<file path="src/sv/deqs_pkg.sv">
`default_nettype none
package deqs_pkg;

    localparam int DEPTH_DEF = 16;
    localparam int MODE_W    = 3;
    localparam int VAL_W     = 32;
    localparam int STAT_W    = 2;
    localparam int POS_W     = 4;

    localparam logic [MODE_W-1:0] MODE_PUSH_FRONT   = 3'd0;
    localparam logic [MODE_W-1:0] MODE_PUSH_BACK    = 3'd1;
    localparam logic [MODE_W-1:0] MODE_POP_FRONT    = 3'd2;
    localparam logic [MODE_W-1:0] MODE_POP_BACK     = 3'd3;
    localparam logic [MODE_W-1:0] MODE_SEARCH_FRONT = 3'd4;
    localparam logic [MODE_W-1:0] MODE_SEARCH_BACK  = 3'd5;

    localparam logic [STAT_W-1:0] ST_OK    = 2'd0;
    localparam logic [STAT_W-1:0] ST_EMPTY = 2'd1;
    localparam logic [STAT_W-1:0] ST_FULL  = 2'd2;

    typedef struct packed {
        logic [MODE_W-1:0]       mode;
        logic signed [VAL_W-1:0] value;
    } t_in_item;

    typedef struct packed {
        logic [STAT_W-1:0]       status;
        logic                    found;
        logic [POS_W-1:0]        position;
        logic signed [VAL_W-1:0] removed_value;
    } t_out_item;

    typedef struct packed {
        logic accept;
        logic exec;
        logic pop_rd;
        logic scan;
        logic load;
    } t_cmd;

    typedef struct packed {
        logic need_read;
        logic need_scan;
        logic scan_done;
        logic out_free;
    } t_sts;

endpackage
`default_nettype wire

</file>
<file path="src/sv/deqs_chan_if.sv">
`default_nettype none
interface deqs_chan_if #(
    parameter type T = logic
) ();
    logic valid;
    logic ready;
    T     data;

    modport source (output valid, output data, input ready);
    modport sink   (input valid, input data, output ready);
endinterface
`default_nettype wire

</file>
<file path="src/sv/deqs_ram.sv">
`default_nettype none
module deqs_ram #(
    parameter int W = 32,
    parameter int D = 16,
    localparam int AW = $clog2(D)
) (
    input  wire logic          i_clk,
    input  wire logic          i_we,
    input  wire logic [AW-1:0] i_waddr,
    input  wire logic [W-1:0]  i_wdata,
    input  wire logic          i_re,
    input  wire logic [AW-1:0] i_raddr,
    output logic      [W-1:0]  o_rdata
);

    logic [W-1:0] r_mem [D];

    always_ff @(posedge i_clk) begin
        if (i_we) begin
            r_mem[i_waddr] <= i_wdata;
        end
        if (i_re) begin
            o_rdata <= r_mem[i_raddr];
        end
    end

endmodule
`default_nettype wire

</file>
<file path="src/sv/deqs_ctrl.sv">
`default_nettype none
module deqs_ctrl (
    input  wire logic          i_clk,
    input  wire logic          i_rst_n,
    input  wire logic          i_in_valid,
    output logic               o_in_ready,
    input  wire deqs_pkg::t_sts i_sts,
    output deqs_pkg::t_cmd     o_cmd
);
    import deqs_pkg::*;

    typedef enum logic [4:0] {
        S_IDLE   = 5'b00001,
        S_EXEC   = 5'b00010,
        S_POP_RD = 5'b00100,
        S_SCAN   = 5'b01000,
        S_FIN    = 5'b10000
    } t_state;

    t_state r_state;
    t_state n_state;

    always_ff @(posedge i_clk) begin
        if (!i_rst_n) begin
            r_state <= S_IDLE;
        end else begin
            r_state <= n_state;
        end
    end

    always_comb begin
        n_state    = r_state;
        o_in_ready = 1'b0;
        o_cmd      = '0;
        unique case (r_state)
            S_IDLE: begin
                o_in_ready   = i_rst_n;
                o_cmd.accept = i_in_valid && i_rst_n;
                if (i_in_valid && i_rst_n) begin
                    n_state = S_EXEC;
                end
            end
            S_EXEC: begin
                o_cmd.exec = 1'b1;
                priority if (i_sts.need_read) begin
                    n_state = S_POP_RD;
                end else if (i_sts.need_scan) begin
                    n_state = S_SCAN;
                end else begin
                    n_state = S_FIN;
                end
            end
            S_POP_RD: begin
                o_cmd.pop_rd = 1'b1;
                n_state      = S_FIN;
            end
            S_SCAN: begin
                o_cmd.scan = 1'b1;
                if (i_sts.scan_done) begin
                    n_state = S_FIN;
                end
            end
            S_FIN: begin
                o_cmd.load = i_sts.out_free;
                if (i_sts.out_free) begin
                    n_state = S_IDLE;
                end
            end
            default: begin
                n_state = S_IDLE;
            end
        endcase
    end

endmodule
`default_nettype wire

</file>
<file path="src/sv/deqs_dp.sv">
`default_nettype none
module deqs_dp #(
    parameter int DEPTH = deqs_pkg::DEPTH_DEF
) (
    input  wire logic                                i_clk,
    input  wire logic                                i_rst_n,
    input  wire deqs_pkg::t_cmd                      i_cmd,
    output deqs_pkg::t_sts                           o_sts,
    input  wire logic [deqs_pkg::MODE_W-1:0]         i_mode,
    input  wire logic signed [deqs_pkg::VAL_W-1:0]   i_value,
    output deqs_pkg::t_out_item                      o_result,
    output logic                                     o_res_valid,
    input  wire logic                                i_res_ready
);
    import deqs_pkg::*;

    localparam int AW = $clog2(DEPTH);
    localparam int CW = $clog2(DEPTH + 1);
    localparam logic [AW:0]   DEPTH_S = (AW + 1)'(DEPTH);
    localparam logic [CW-1:0] DEPTH_C = CW'(DEPTH);
    localparam logic [AW-1:0] LAST    = AW'(DEPTH - 1);

    logic [AW-1:0]       r_head;
    logic [CW-1:0]       r_count;
    logic [MODE_W-1:0]   r_mode;
    logic [VAL_W-1:0]    r_key;
    logic [STAT_W-1:0]   r_status;
    logic                r_found;
    logic [POS_W-1:0]    r_pos;
    logic [VAL_W-1:0]    r_removed;
    logic [AW-1:0]       r_iss;
    logic [CW-1:0]       r_left;
    logic                r_pv;
    logic [AW-1:0]       r_poff;
    logic                r_ovalid;
    t_out_item           r_out;

    logic                is_pf, is_pb, is_popf, is_popb, is_sf, is_sb;
    logic                w_full, w_empty, w_push_ok, w_pop_ok, w_match;
    logic [AW-1:0]       w_off, w_slot, w_head_dec, w_head_inc;
    logic [AW:0]         w_sum;
    logic                w_we, w_re;
    logic [AW-1:0]       w_waddr, w_raddr;
    logic [VAL_W-1:0]    w_rdata;

    assign is_pf   = (r_mode == MODE_PUSH_FRONT);
    assign is_pb   = (r_mode == MODE_PUSH_BACK);
    assign is_popf = (r_mode == MODE_POP_FRONT);
    assign is_popb = (r_mode == MODE_POP_BACK);
    assign is_sf   = (r_mode == MODE_SEARCH_FRONT);
    assign is_sb   = (r_mode == MODE_SEARCH_BACK);

    assign w_full    = (r_count == DEPTH_C);
    assign w_empty   = (r_count == '0);
    assign w_push_ok = (is_pf || is_pb) && !w_full;
    assign w_pop_ok  = (is_popf || is_popb) && !w_empty;

    assign w_head_dec = (r_head == '0) ? LAST : r_head - 1'b1;
    assign w_head_inc = (r_head == LAST) ? '0 : r_head + 1'b1;

    always_comb begin
        priority if (i_cmd.scan) begin
            w_off = r_iss;
        end else if (is_pb) begin
            w_off = r_count[AW-1:0];
        end else begin
            w_off = AW'(r_count - 1'b1);
        end
    end

    assign w_sum  = {1'b0, r_head} + {1'b0, w_off};
    assign w_slot = (w_sum >= DEPTH_S) ? AW'(w_sum - DEPTH_S) : w_sum[AW-1:0];

    assign w_we    = i_cmd.exec && w_push_ok;
    assign w_waddr = is_pf ? w_head_dec : w_slot;
    assign w_re    = (i_cmd.exec && w_pop_ok) || (i_cmd.scan && (r_left != '0));
    assign w_raddr = (!i_cmd.scan && is_popf) ? r_head : w_slot;

    deqs_ram #(
        .W (VAL_W),
        .D (DEPTH)
    ) u_ram (
        .i_clk   (i_clk),
        .i_we    (w_we),
        .i_waddr (w_waddr),
        .i_wdata (r_key),
        .i_re    (w_re),
        .i_raddr (w_raddr),
        .o_rdata (w_rdata)
    );

    assign w_match = r_pv && (w_rdata == r_key);

    assign o_sts.need_read = w_pop_ok;
    assign o_sts.need_scan = (is_sf || is_sb) && !w_empty;
    assign o_sts.scan_done = w_match || ((r_left == '0) && !r_pv);
    assign o_sts.out_free  = !r_ovalid || i_res_ready;

    always_ff @(posedge i_clk) begin
        if (!i_rst_n) begin
            r_head   <= '0;
            r_count  <= '0;
            r_ovalid <= 1'b0;
        end else begin
            if (i_cmd.exec && w_push_ok) begin
                r_count <= r_count + 1'b1;
                if (is_pf) begin
                    r_head <= w_head_dec;
                end
            end
            if (i_cmd.exec && w_pop_ok) begin
                r_count <= r_count - 1'b1;
                if (is_popf) begin
                    r_head <= w_head_inc;
                end
            end
            if (i_cmd.load) begin
                r_ovalid <= 1'b1;
            end else if (i_res_ready) begin
                r_ovalid <= 1'b0;
            end
        end
    end

    always_ff @(posedge i_clk) begin
        if (i_cmd.accept) begin
            r_mode <= i_mode;
            r_key  <= i_value;
        end
        if (i_cmd.exec) begin
            r_found   <= 1'b0;
            r_pos     <= '0;
            r_removed <= '0;
            r_pv      <= 1'b0;
            r_left    <= r_count;
            r_iss     <= is_sb ? AW'(r_count - 1'b1) : '0;
            priority if ((is_pf || is_pb) && w_full) begin
                r_status <= ST_FULL;
            end else if ((is_popf || is_popb) && w_empty) begin
                r_status <= ST_EMPTY;
            end else begin
                r_status <= ST_OK;
            end
        end
        if (i_cmd.pop_rd) begin
            r_removed <= w_rdata;
        end
        if (i_cmd.scan) begin
            r_pv   <= (r_left != '0);
            r_poff <= r_iss;
            if (r_left != '0) begin
                r_left <= r_left - 1'b1;
                r_iss  <= is_sb ? r_iss - 1'b1 : r_iss + 1'b1;
            end
            if (w_match) begin
                r_found <= 1'b1;
                r_pos   <= POS_W'(r_poff);
            end
        end
        if (i_cmd.load) begin
            r_out.status        <= r_status;
            r_out.found         <= r_found;
            r_out.position      <= r_pos;
            r_out.removed_value <= r_removed;
        end
    end

    assign o_result    = r_out;
    assign o_res_valid = r_ovalid;

    a_count_bound: assert property (@(posedge i_clk) disable iff (!i_rst_n)
        r_count <= DEPTH_C)
        else $error("entry count exceeds depth");

    a_head_bound: assert property (@(posedge i_clk) disable iff (!i_rst_n)
        r_head <= LAST)
        else $error("head index out of range");

    a_push_grows: assert property (@(posedge i_clk) disable iff (!i_rst_n)
        (i_cmd.exec && w_push_ok) |=> (r_count == $past(r_count) + 1'b1))
        else $error("push did not grow the queue");

    a_scan_left: assert property (@(posedge i_clk) disable iff (!i_rst_n)
        i_cmd.scan |-> (r_left <= r_count))
        else $error("scan walks past occupied entries");

    a_load_free: assert property (@(posedge i_clk) disable iff (!i_rst_n)
        i_cmd.load |-> (!r_ovalid || i_res_ready))
        else $error("result overwritten before it was taken");

endmodule
`default_nettype wire

</file>
<file path="src/sv/double_ended_queue_with_search.sv">
// Flow: accept, then execute; a pop adds a read of the removed entry and a search
// on a non-empty queue adds a scan, ended early at the first match; last, the result
// is loaded once the output is free. A new item is taken only after that load, so a
// result that waits for ready holds the input; a search walks one entry per cycle.
// Reset (synchronous, active low) empties the queue and zeroes the head;
// store contents stay undefined and need no clearing pass.
`default_nettype none
module double_ended_queue_with_search #(
    parameter int DEPTH = deqs_pkg::DEPTH_DEF
) (
    input  wire logic  i_clk,
    input  wire logic  i_rst_n,
    deqs_chan_if.sink   i_in,
    deqs_chan_if.source o_out
);
    import deqs_pkg::*;

    t_cmd      w_cmd;
    t_sts      w_sts;
    t_in_item  w_in;
    t_out_item w_res;
    logic      w_in_ready;
    logic      w_res_valid;

    assign w_in       = i_in.data;
    assign i_in.ready = w_in_ready;
    assign o_out.valid = w_res_valid;
    assign o_out.data  = w_res;

    deqs_ctrl u_ctrl (
        .i_clk      (i_clk),
        .i_rst_n    (i_rst_n),
        .i_in_valid (i_in.valid),
        .o_in_ready (w_in_ready),
        .i_sts      (w_sts),
        .o_cmd      (w_cmd)
    );

    deqs_dp #(
        .DEPTH (DEPTH)
    ) u_dp (
        .i_clk       (i_clk),
        .i_rst_n     (i_rst_n),
        .i_cmd       (w_cmd),
        .o_sts       (w_sts),
        .i_mode      (w_in.mode),
        .i_value     (w_in.value),
        .o_result    (w_res),
        .o_res_valid (w_res_valid),
        .i_res_ready (o_out.ready)
    );

endmodule
`default_nettype wire

</file>
<file path="src/flat_wrapper.sv">
// flat-port wrapper written by rule: the top's interface ports become plain ports
module double_ended_queue_with_search_flat import deqs_pkg::*;
#(
    parameter int DEPTH = deqs_pkg::DEPTH_DEF
)
  (i_clk, i_rst_n, i_in_valid, i_in_data, i_in_ready, o_out_valid, o_out_data, o_out_ready);
  deqs_chan_if #(.T(t_in_item)) i_in_i ();
  deqs_chan_if #(.T(t_out_item)) o_out_i ();
  input  wire logic i_clk;
  input  wire logic i_rst_n;
  input wire logic [$bits(i_in_i.valid)-1:0] i_in_valid;
  input wire logic [$bits(i_in_i.data)-1:0] i_in_data;
  output wire logic [$bits(i_in_i.ready)-1:0] i_in_ready;
  output wire logic [$bits(o_out_i.valid)-1:0] o_out_valid;
  output wire logic [$bits(o_out_i.data)-1:0] o_out_data;
  input wire logic [$bits(o_out_i.ready)-1:0] o_out_ready;
  assign i_in_i.valid = i_in_valid;
  assign i_in_i.data = i_in_data;
  assign i_in_ready = i_in_i.ready;
  assign o_out_valid = o_out_i.valid;
  assign o_out_data = o_out_i.data;
  assign o_out_i.ready = o_out_ready;
  double_ended_queue_with_search #(.DEPTH(DEPTH)) u_core (.i_clk(i_clk), .i_rst_n(i_rst_n), .i_in(i_in_i), .o_out(o_out_i));
endmodule
</file>
<file path="config.mk">
export PLATFORM = sky130hd
export DESIGN_NAME = double_ended_queue_with_search_flat
export DESIGN_NICKNAME = d
export VERILOG_FILES = /design/src/sv/deqs_pkg.sv /design/src/sv/deqs_chan_if.sv /design/src/sv/deqs_ram.sv /design/src/sv/deqs_ctrl.sv /design/src/sv/deqs_dp.sv /design/src/sv/double_ended_queue_with_search.sv /design/src/flat_wrapper.sv
export SDC_FILE = /design/constraint.sdc
export NUM_CORES = 1
export LEC_CHECK = 0
export BUFFER_PORTS_ARGS = -buffer_cell sky130_fd_sc_hd__buf_2
export CORE_ASPECT_RATIO = 2
export CORE_MARGIN = 10
export CORE_UTILIZATION = 62
export CTS_CLUSTER_SIZE = 28
export DETAILED_ROUTE_END_ITERATION = 8
export GPL_TIMING_DRIVEN = 0
export PLACE_DENSITY = 0.79
export SYNTH_ARGS = -nofsm -noshare
export SYNTH_HDL_FRONTEND = slang
export SYNTH_SLANG_ARGS = --single-unit
</file>
<file path="constraint.sdc">
create_clock -name i_clk -period 4.9 [get_ports i_clk]
set_clock_uncertainty 0.1 [all_clocks]
set_input_delay 0.735 -clock i_clk [delete_from_list [all_inputs] [get_ports i_clk]]
set_output_delay 0.735 -clock i_clk [all_outputs]
set_load 0.01 [all_outputs]
</file>
==> qor.txt, run 1 <==
Iter 0 DRT Violations = 2,469
top_reg_cell synth = edfxtp_1
commonest non-fill, non-tap cells in the layout = 657 x edfxtp_1, 381 x nand2_1, 207 x a21oi_1
final setup vio count = 0
# Max-Cap Violations = 0
number of enable flip-flop cells after synthesis = 657
Ant. Diodes = 0
P per Cell Area = 394 mW/mm²
wire length on met3 = 7430 µm
Reg-to-Reg Start = u_core.u_ctrl.r_state[0]
DPL Wire Length = 50,100 µm
Worst Hold Class = input port to register
mean area per synthesized cell = 14.3 µm²
gr usage total = 28.3%
Cell variety after synth = 59
status = complete, no violations
Setup CP Type = register to register
CTS tree = yes
synthesized area = 0.0266 mm²
IO buf count = 79
LEAKAGE = 10.2 nW
Startpoint Class = register
CTS clk-pin slew, worst paths = 70 ps
fin crit share = 97.3%
row count = 107
vias = 17,500
R2R Setup Slk = 130 ps
antenna-violating nets left = 0
initial antenna violation count = 0
Worst R2R End = u_core.u_dp.u_ram.o_rdata[2]
gp weighted congestion = 0.927
Vias/cell = 6.67
largest net degree at the start of global routing = 33
Seq/Total Area, Yosys = 76.3%
Metal-1 WL = 22,800 µm
Setup crit start = u_core.u_ctrl.r_state[0]
clock buffer depth = 3
endpoints failing hold = 0
core area = 0.0426 mm²
I/O Pins = 80
Worst setup EP type = register
Synth Net Count = 1,917
Yosys warning count = 0
first-pass GRT wire length = 110,000 µm
final WL = 76,300 µm
min Tclk post-route = 4770 ps
most common cell after layout, fill and taps aside = edfxtp_1
H-tree lvl count = 2
CP arrival = 5130 ps
largest area contributor in the netlist = edfxtp_1
Slew headroom = 5.07%
clock root buffer = clkbuf_16
Synth Register Bits = 686
vias in the first global route = 17,800
Routed met2 length = 39,900 µm
CTS sink cnt = 686
worst skew pair latency = 620 ps
Crit Path Max Fanout = 12
Reg2Reg Depth = 16
area grow syn2layout = 14.0%
top post-synthesis cells by area = edfxtp_1 74%, nand2_1 5.4%, a21oi_1 3.9%
Num CTS Buffers = 54
gr ovfl total = 0
non-filler cells, final = 2,623
First-pass DRT Iterations = 8
placed cell count = 2,508
Nets = 2,085
Die Area = 0.0521 mm²
cell count after synthesis = 1,864
Util after Layout = 71.3%
die span in x = 167 µm
Worst Max-Slew Pin Slew = 1410 ps
hold slack = 183 ps
Final Slew Violations = 0
max layer used = met4
Residual DRC = 0
WL/cell = 29.1 µm
DIE HEIGHT = 313 µm
Initial Util = 62.5%
Max Clk Rate = 210 MHz
hold buffers post-CTS = 0
CP required = 5260 ps
ys async rst share = 0%
share of layout cells above drive strength 1 = 14.8%
share of Yosys cell area claimed by the top area cell type = 74.1%
worst vdd ir = 0.334 mV
Worst Setup EP = u_core.u_dp.u_ram.o_rdata[2]
==> worst max-delay path: stages (launching register included) <==
cell and delay (ps):
dfxtp_1 340, nor3_2 340, nand2_1 330, clkinv_1 330, nor2_1 90, a21oi_1 210, ha_1 230, inv_1 70
fa_1 570, inv_1 300, nor2_1 130, mux2i_4 480, clkbuf_4 420, a21oi_1 70, a22oi_1 230, nand3_1 240
o21ai_1 150
==> what timing repair did <==
item                       CTS  global route
setup buffers                2            10
cloned                       0             0
setup endpoints to repair   46           416
pin swaps                    1             4
resized for setup           22            11
==> report_power, final <==
part / switching (W) / internal (W)
combinational: 0.000535 / 0.000232
clock: 0.00208 / 0.00257
sequential: 0.0000921 / 0.00646
total: 0.00271 / 0.00926
==> stage by stage <==
step	setup WS (ps)	cell area (µm²)	TNS [ps]	power, W
2_1_floorplan	432	26600	0	0.00708
3_3_place_gp	-1950	27700	-816860	0.00736
3_5_place_dp	-481	28200	-8810	0.00740
4_1_cts	5.28	30200	0	0.0119
5_1_grt	-64.7	30300	-242	0.0122
6_report	130	30300	0	0.0120
==> synthesized netlist by cell type, types with 2 or more instances <==
master and instances:
edfxtp_1 657, nand2_1 382, a21oi_1 207, a32oi_1 66, a22oi_1 65, buf_2 52, clkbuf_1 49, nor2_1 46
nand3_1 43, and2_1 33, xnor2_1 33, o21ai_1 31, dfxtp_1 29, o21ai_0 19, xor2_1 19, inv_1 18
nor3_1 14, ha_1 12, a211oi_1 6, nand2b_1 6, nor4_1 6, and3_1 5, nand4_1 5, nor3b_1 5
a21o_1 4, a31oi_1 3, nor2b_1 3, o22ai_1 3, or3b_1 3, a2111oi_0 2, a221oi_1 2, a31oi_2 2
and3b_1 2, clkinv_1 2, fa_1 2, mux2i_1 2, mux2i_4 2, o21bai_1 2, or4_1 2
==> how the worst min path moves through the flow <==
| stage | slack, ps | endpoint | cells past startpoint | from |
|---|---|---|---|---|
| after floorplan | 300 | u_core.u_dp.o_result[0] | 0 | u_core.u_dp.r_removed[0] |
| after global placement | 300 | u_core.u_dp.o_result[27] | 0 | u_core.u_dp.r_removed[27] |
| after detailed placement | 300 | u_core.u_dp.o_result[11] | 0 | u_core.u_dp.r_removed[11] |
| after CTS | 180 | u_core.u_dp.r_key[16] | 1 | i_in_data[16] |
| after global routing | 180 | u_core.u_dp.r_key[27] | 1 | i_in_data[27] |
| final | 180 | u_core.u_dp.r_key[31] | 1 | i_in_data[31] |
==> area by class of cell <==
cell class | instances | area [µm²]
Clock inverter | 39 | 477
Clock buffer | 63 | 1410
Multi-Input combinational cell | 1053 | 5950
Tap cell | 545 | 682
Inverter | 21 | 78.8
Timing Repair Buffer | 112 | 947
Fill cell | 2595 | 12200
Buffer | 104 | 495
Sequential cell | 686 | 20300
==> layer usage <==
layer	up-vias	global-route usage (%)
met5	-	0
met4	0	21.6
met3	375	5.72
met2	1320	50.1
met1	8486	28.7
li1	7319	-
==> registers in the layout (all words and copies together) (netlist names) <==
signal,flops
u_core.u_dp.r_status,2
u_core.u_dp.u_ram.o_rdata,32
u_core.u_dp.r_count,5
u_core.u_dp.r_head,4
u_core.u_dp.r_poff,4
u_core.u_ctrl.r_state,5
u_core.u_dp.r_pos,4
u_core.u_dp.r_mode,3
u_core.u_dp.o_result,39
u_core.u_dp.o_res_valid,1
u_core.u_dp.r_pv,1
u_core.u_dp.r_key,32
u_core.u_dp.r_found,1
u_core.u_dp.r_left,5
u_core.u_dp.r_removed,32
u_core.u_dp.u_ram.r_mem,512
u_core.u_dp.r_iss,4
==> logic make-up after synthesis <==
family	synth area share (%)
xor gates and xnor gates	1.79
and+or+nand+nor	8.88
buffers and inverters	2.05
DFF	76.3
muxes	0.296
AOI/OAI and AO/OA	10.0
adders and majority gates	0.714
Power figures use the tool's default switching activity.
==> inputs of run 2 (changes only) <==
RECOVER_POWER = 25   (was not set)
==> run 2 against run 1 <==
First-iteration DRC count rose by 0.12%. Sequential cell count unchanged. Wire length up 0.11%. Worst hold slack hardly changed. Count of clock-buffer cells in the layout is the same.
==> qor.txt, run 2 (same netlist as run 1, synthesis figures left out) <==
fin crit share = 97.6% (+0.21 points)
Ant. Diodes = 0 (unchanged)
gr ovfl total = 0 (unchanged)
status = complete, no violations
Startpoint Class = register
DPL Wire Length = 50,100 µm (unchanged)
most common cell after layout, fill and taps aside = edfxtp_1
wire length on met3 = 7620 µm (+2.6%)
max layer used = met4
row count = 107 (unchanged)
Slew headroom = 4.46% (-0.61 points)
Residual DRC = 0 (unchanged)
vias in the first global route = 17,800 (unchanged)
share of layout cells above drive strength 1 = 14.7% (-0.096 points)
Cells on Worst Hold Path = 1 (unchanged)
Final Slew Violations = 0 (unchanged)
first-pass GRT wire length = 110,000 µm (unchanged)
CTS clk-pin slew, worst paths = 70 ps (about the same)
Reg2Reg Depth = 16 (unchanged)
hold slack = 183 ps (-0.202 ps)
Storage cell area = 0.0203 mm² (unchanged)
min Tclk post-route = 4780 ps (+10.4 ps)
worst vdd ir = 0.334 mV (about the same)
IO buf count = 79 (unchanged)
hold buffers post-CTS = 0 (unchanged)
Die Area = 0.0521 mm² (unchanged)
initial antenna violation count = 0 (unchanged)
Setup CP Type = register to register
commonest non-fill, non-tap cells in the layout = 657 x edfxtp_1, 381 x nand2_1, 207 x a21oi_1
Worst Max-Slew Pin Slew = 1420 ps (+9.11 ps)
final setup vio count = 0 (unchanged)
CTS sink cnt = 686 (unchanged)
Vias/cell = 6.68 (+0.11%)
die span in x = 167 µm (unchanged)
CP arrival = 5140 ps (about the same)
Nets = 2,085 (unchanged)
WL/cell = 29.1 µm (+0.11%)
Worst setup EP type = register
final WL = 76,400 µm (+0.11%)
Max Clk Rate = 209 MHz (-0.22%)
Worst Hold Class = input port to register
final worst slack = 120 ps (-10.4 ps)
filler instances = 2,597 (+0.077%)
max reg flops = 512 (unchanged)
antenna-violating nets left = 0 (unchanged)
CP required = 5260 ps (about the same)
area grow syn2layout = 14.0% (about the same)
H-tree lvl count = 2 (unchanged)
DIE HEIGHT = 313 µm (unchanged)
Num CTS Buffers = 54 (unchanged)
endpoints failing hold = 0 (unchanged)
Routed met2 length = 39,800 µm (-0.17%)
largest register by flop count = u_core.u_dp.u_ram.r_mem
worst skew pair latency = 620 ps (about the same)
setup TNS = 0 ps (unchanged)
vias = 17,500 (+0.11%)
Iter 0 DRT Violations = 2,472 (+0.12%)
P per Cell Area = 394 mW/mm² (about the same)
gp weighted congestion = 0.927 (unchanged)
Crit Path Max Fanout = 12 (unchanged)
LEAKAGE = 10.2 nW (about the same)
CTS tree = yes
Metal-1 WL = 22,600 µm (-0.73%)
clock buffer depth = 3 (unchanged)
Initial Util = 62.5% (unchanged)
area occupied by multi-input gates = 0.00595 mm² (unchanged)
First-pass DRT Iterations = 7 (-1)
core area = 0.0426 mm² (unchanged)
clock root buffer = clkbuf_16
# Max-Cap Violations = 0 (unchanged)
I/O Pins = 80 (unchanged)
gr usage total = 28.3% (unchanged)
largest net degree at the start of global routing = 33 (unchanged)
Setup WS pre-CTS = -481 ps (unchanged)
==> run 2: changes by cell type in the layout (fill, tap and decap cells not counted) <==
cell	before	now
clkbuf_1	37	39
buf_2	131	129
==> run 2: routing by layer <==
metal	global-route usage (%)	vias up
met4	21.6	0
met2	50.1	1346
met1	28.7	8475
met3	5.72	379
met5	0	-
li1	-	7320
==> run 2: worst paths after layout <==
kind	end	startpoint	slack, ps
max	u_core.u_dp.u_ram.o_rdata[2]	u_core.u_ctrl.r_state[0]	120
min	u_core.u_dp.r_key[31]	i_in_data[31]	180
max reg2reg	u_core.u_dp.u_ram.o_rdata[2]	u_core.u_ctrl.r_state[0]	120
min reg2reg	u_core.u_dp.o_result[1]	u_core.u_dp.r_removed[1]	320
==> run 2: per-stage QoR <==
stage / instance area, µm² / cells / total power (W) / util, %
floorplan: 26600 / 1864 / 0.00708 / -
CTS: 30200 / 2612 / 0.0119 / 71.0
detailed placement: 28200 / 2508 / 0.00740 / 66.3
global placement: 27700 / 2488 / 0.00736 / 65.1
finish: 30300 / 2623 / 0.0120 / 71.3
global route: 30300 / 2623 / 0.0122 / 71.3
==> run 2: power breakdown <==
| group | internal, W | total [W] | switching (W) |
|---|---|---|---|
| sequential | 0.00646 | 0.00655 | 0.0000921 |
| combinational | 0.000232 | 0.000767 | 0.000536 |
| clock | 0.00257 | 0.00465 | 0.00208 |
| total | 0.00926 | 0.0120 | 0.00271 |
==> run 2: timing repair <==
action,CTS,global route
pin swaps,1,4
endpoints found under the hold margin,0,0
setup buffers,2,10
endpoints found under the setup margin,46,416
gates resized for setup,22,11
==> run 2: cell type report <==
class	count	area share (%)
buffer	104	1.63
clock buffer	63	4.63
clock inverter	39	1.57
inverter	21	0.260
multi-input combinational	1053	19.6
sequential	686	66.9
tap	545	2.25
timing repair buffer	112	3.11
==> run 2: worst max-delay path, stage by stage, from the launching register on <==
cell      delay [ps]
dfxtp_1          340
nor3_2           330
nand2_1          330
clkinv_1         330
nor2_1            90
a21oi_1          210
ha_1             230
inv_1             70
fa_1             570
inv_1            300
nor2_1           130
mux2i_4          480
clkbuf_4         410
a21oi_1           70
a22oi_1          250
nand3_1          240
o21ai_1          150
==> inputs of run 3 (changes only) <==
--- a/config.mk
+++ b/config.mk
@@ -6,10 +6,10 @@
 export NUM_CORES = 1
 export LEC_CHECK = 0
-export BUFFER_PORTS_ARGS = -buffer_cell sky130_fd_sc_hd__buf_2
 export CORE_ASPECT_RATIO = 2
 export CORE_MARGIN = 10
-export CORE_UTILIZATION = 62
+export CORE_UTILIZATION = 63
 export CTS_CLUSTER_SIZE = 28
 export DETAILED_ROUTE_END_ITERATION = 8
+export DONT_BUFFER_PORTS = 1
 export GPL_TIMING_DRIVEN = 0
 export PLACE_DENSITY = 0.79
--- a/constraint.sdc
+++ b/constraint.sdc
@@ -3,3 +3,3 @@
 set_input_delay 0.735 -clock i_clk [delete_from_list [all_inputs] [get_ports i_clk]]
 set_output_delay 0.735 -clock i_clk [all_outputs]
-set_load 0.01 [all_outputs]
+set_load 0.02 [all_outputs]
==> run 3 against run 2 <==
Largest cell class unchanged. First-iteration DRC count is 8.7% lower. Wire length shrank 1.8%. Register-to-register slack got worse by 110 ps. Maximum frequency decreased by 2.2%. Global-route usage rose by 0.36 points.
==> qor.txt, run 3 (same netlist as run 1, synthesis figures left out) <==
Residual DRC = 0 (unchanged)
fin crit share = 99.7% (+2.2 points)
min Tclk post-route = 4890 ps (+106 ps)
clock buffer depth = 3 (unchanged)
RSZ-0062 raised after global routing = yes
Initial Util = 63.7% (+1.2 points)
WL/cell = 29.6 µm (+1.7%)
Gate power share = 6.4% (about the same)
initial antenna violation count = 1 (+1)
CTS clk-pin slew, worst paths = 70 ps (about the same)
crit-path cells = nor3_1, nand2_2, clkinv_1, nor2_1, a21oi_1, ha_1, inv_1, fa_1, xor2_1, nor2_1, a2bb2oi_1, nor2_4, buf_12
First-pass DRT Iterations = 8 (+1)
Worst Hold Class = input port to register
Nets = 2,006 (-3.8%)
Int Power = 0.00911 W (-1.5%)
final setup vio count = 0 (unchanged)
clock root buffer = clkbuf_16
worst skew pair latency = 620 ps (about the same)
gr usage total = 28.7% (+0.36 points)
CP required = 5160 ps (-100 ps)
Num CTS Buffers = 54 (unchanged)
hold slack = 115 ps (-67.8 ps)
die span in x = 165 µm (-0.70%)
CTS tree = yes
crit-path max cell delay = 750 ps (+180 ps)
most common cell after layout, fill and taps aside = edfxtp_1
core area = 0.0418 mm² (-1.9%)
largest net degree at the start of global routing = 33 (unchanged)
fin area = 0.0299 mm² (-1.4%)
DPL Wire Length = 50,400 µm (+0.70%)
largest register by flop count = u_core.u_dp.u_ram.r_mem
row count = 106 (-0.93%)
area grow syn2layout = 12.3%
vias = 17,100 (-2.6%)
LEAKAGE = 9.86 nW (-3.3%)
IO buf count = 0 (-100%)
Final Slew Violations = 0 (unchanged)
max reg flops = 512 (unchanged)
Setup CP Type = register to register
Iter 0 DRT Violations = 2,257 (-8.7%)
slowest cell on the critical path = a2bb2oi_1
setup TNS = 0 ps (unchanged)
final WL = 75,100 µm (-1.8%)
first-pass GRT wire length = 107,000 µm (-2.4%)
buffers and inverters on the worst path = 3 (-1)
gp weighted congestion = 0.926 (-0.12%)
most used cell, CP = nor2_1
I/O Pins = 80 (unchanged)
Ant. Diodes = 0 (unchanged)
commonest non-fill, non-tap cells in the layout = 657 x edfxtp_1, 380 x nand2_1, 207 x a21oi_1
CP arrival = 5140 ps (about the same)
Vias/cell = 6.73 (+0.82%)
status = complete, no violations
DIE HEIGHT = 311 µm (-0.75%)
H-tree lvl count = 2 (unchanged)
Die Area = 0.0514 mm² (-1.4%)
Reg2Reg Depth = 13 (-3)
Util after Layout = 71.6% (+0.31 points)
Max Clk Rate = 205 MHz (-2.2%)
Seq pwr share = 55.7% (+1.0 points)
Worst setup EP type = register
vias in the first global route = 17,300 (-2.6%)
Slew headroom = 26.4% (+22 points)
antenna-violating nets left = 0 (unchanged)
P per Cell Area = 394 mW/mm² (-0.17%)
Worst Max-Slew Pin Slew = 1100 ps (-313 ps)
worst vdd ir = 0.304 mV (-9.1%)
Total Power = 0.0118 W (-1.6%)
NetSw = 0.00266 W (-1.8%)
# Max-Cap Violations = 0 (unchanged)
sw frac = 22.6% (-0.055 points)
Startpoint Class = register
CTS sink cnt = 686 (unchanged)
gr ovfl total = 0 (unchanged)
CP Depth = 13 (-3)
placed inst area = 0.0279 mm² (-1.4%)
CP delay by family, top = simple AND/OR/NAND/NOR gates
Crit Path Max Fanout = 18 (+6)
Clock Power Share = 38.0% (-0.9 points)
Cells on Worst Hold Path = 0 (-1)
share of layout cells above drive strength 1 = 10.9% (-3.8 points)
endpoints failing hold = 0 (unchanged)
## run 3: area by class of cell
cell class	count	area, µm²
well taps	540	676
plain buffers	104	495
clock buffers	64	1410
fillers	2556	11900
clock inverters	33	362
repair buffers	33	631
flip-flops and latches	686	20300
inverters	21	78.8
multi-input cells	1053	5950
## run 3: power groups by stage
stage          sequential [W]  combinational [W]  clock (W)
6_report              0.00655           0.000752    0.00447
5_1_grt               0.00656           0.000790    0.00468
4_1_cts               0.00655           0.000721    0.00446
3_5_place_dp          0.00668           0.000706          0
3_3_place_gp          0.00667           0.000668          0
2_1_floorplan         0.00664           0.000444          0
## run 3: what timing repair did
item	in CTS	in global routing
endpoints found under the setup margin	69	311
gates resized for setup	17	22
setup buffers	3	11
hold buffers	0	0
pin swaps	2	3
gates cloned	0	0
## run 3: worst register-to-register path, delay by kind of cell, from the launching register on
family | cells | cell delay [ps]
fa+ha+maj | 2 | 750
xor+xnor | 1 | 400
compound gates | 2 | 1010
simple gates | 5 | 1370
buf+inv | 3 | 680
flops | 1 | 330
## run 3: through the flow
step | setup slack (ps) | cells
2_1_floorplan | 432 | 1864
3_3_place_gp | -2020 | 2404
3_5_place_dp | -476 | 2423
4_1_cts | 5.01 | 2523
5_1_grt | -185 | 2534
6_report | 13.9 | 2534
## run 3: worst paths after layout
| path | startpoint | end | slack [ps] |
|---|---|---|---|
| worst min register to register | u_core.u_dp.r_removed[30] | u_core.u_dp.o_result[30] | 320 |
| worst max register to register | u_core.u_ctrl.r_state[0] | u_core.u_dp.u_ram.r_mem[14][17] | 10 |
| worst max-delay path | u_core.u_ctrl.r_state[0] | u_core.u_dp.u_ram.r_mem[14][17] | 10 |
| worst min-delay path | i_in_data[31] | u_core.u_dp.r_key[31] | 120 |
## run 3: metal layers
metal / up-vias / wire length, µm / track usage (%)
met5: - / 14 / 0
met4: 2 / 6250 / 22.0
met3: 341 / 7020 / 5.22
met2: 1274 / 39000 / 49.0
met1: 8291 / 22800 / 30.2
li1: 7157 / - / -
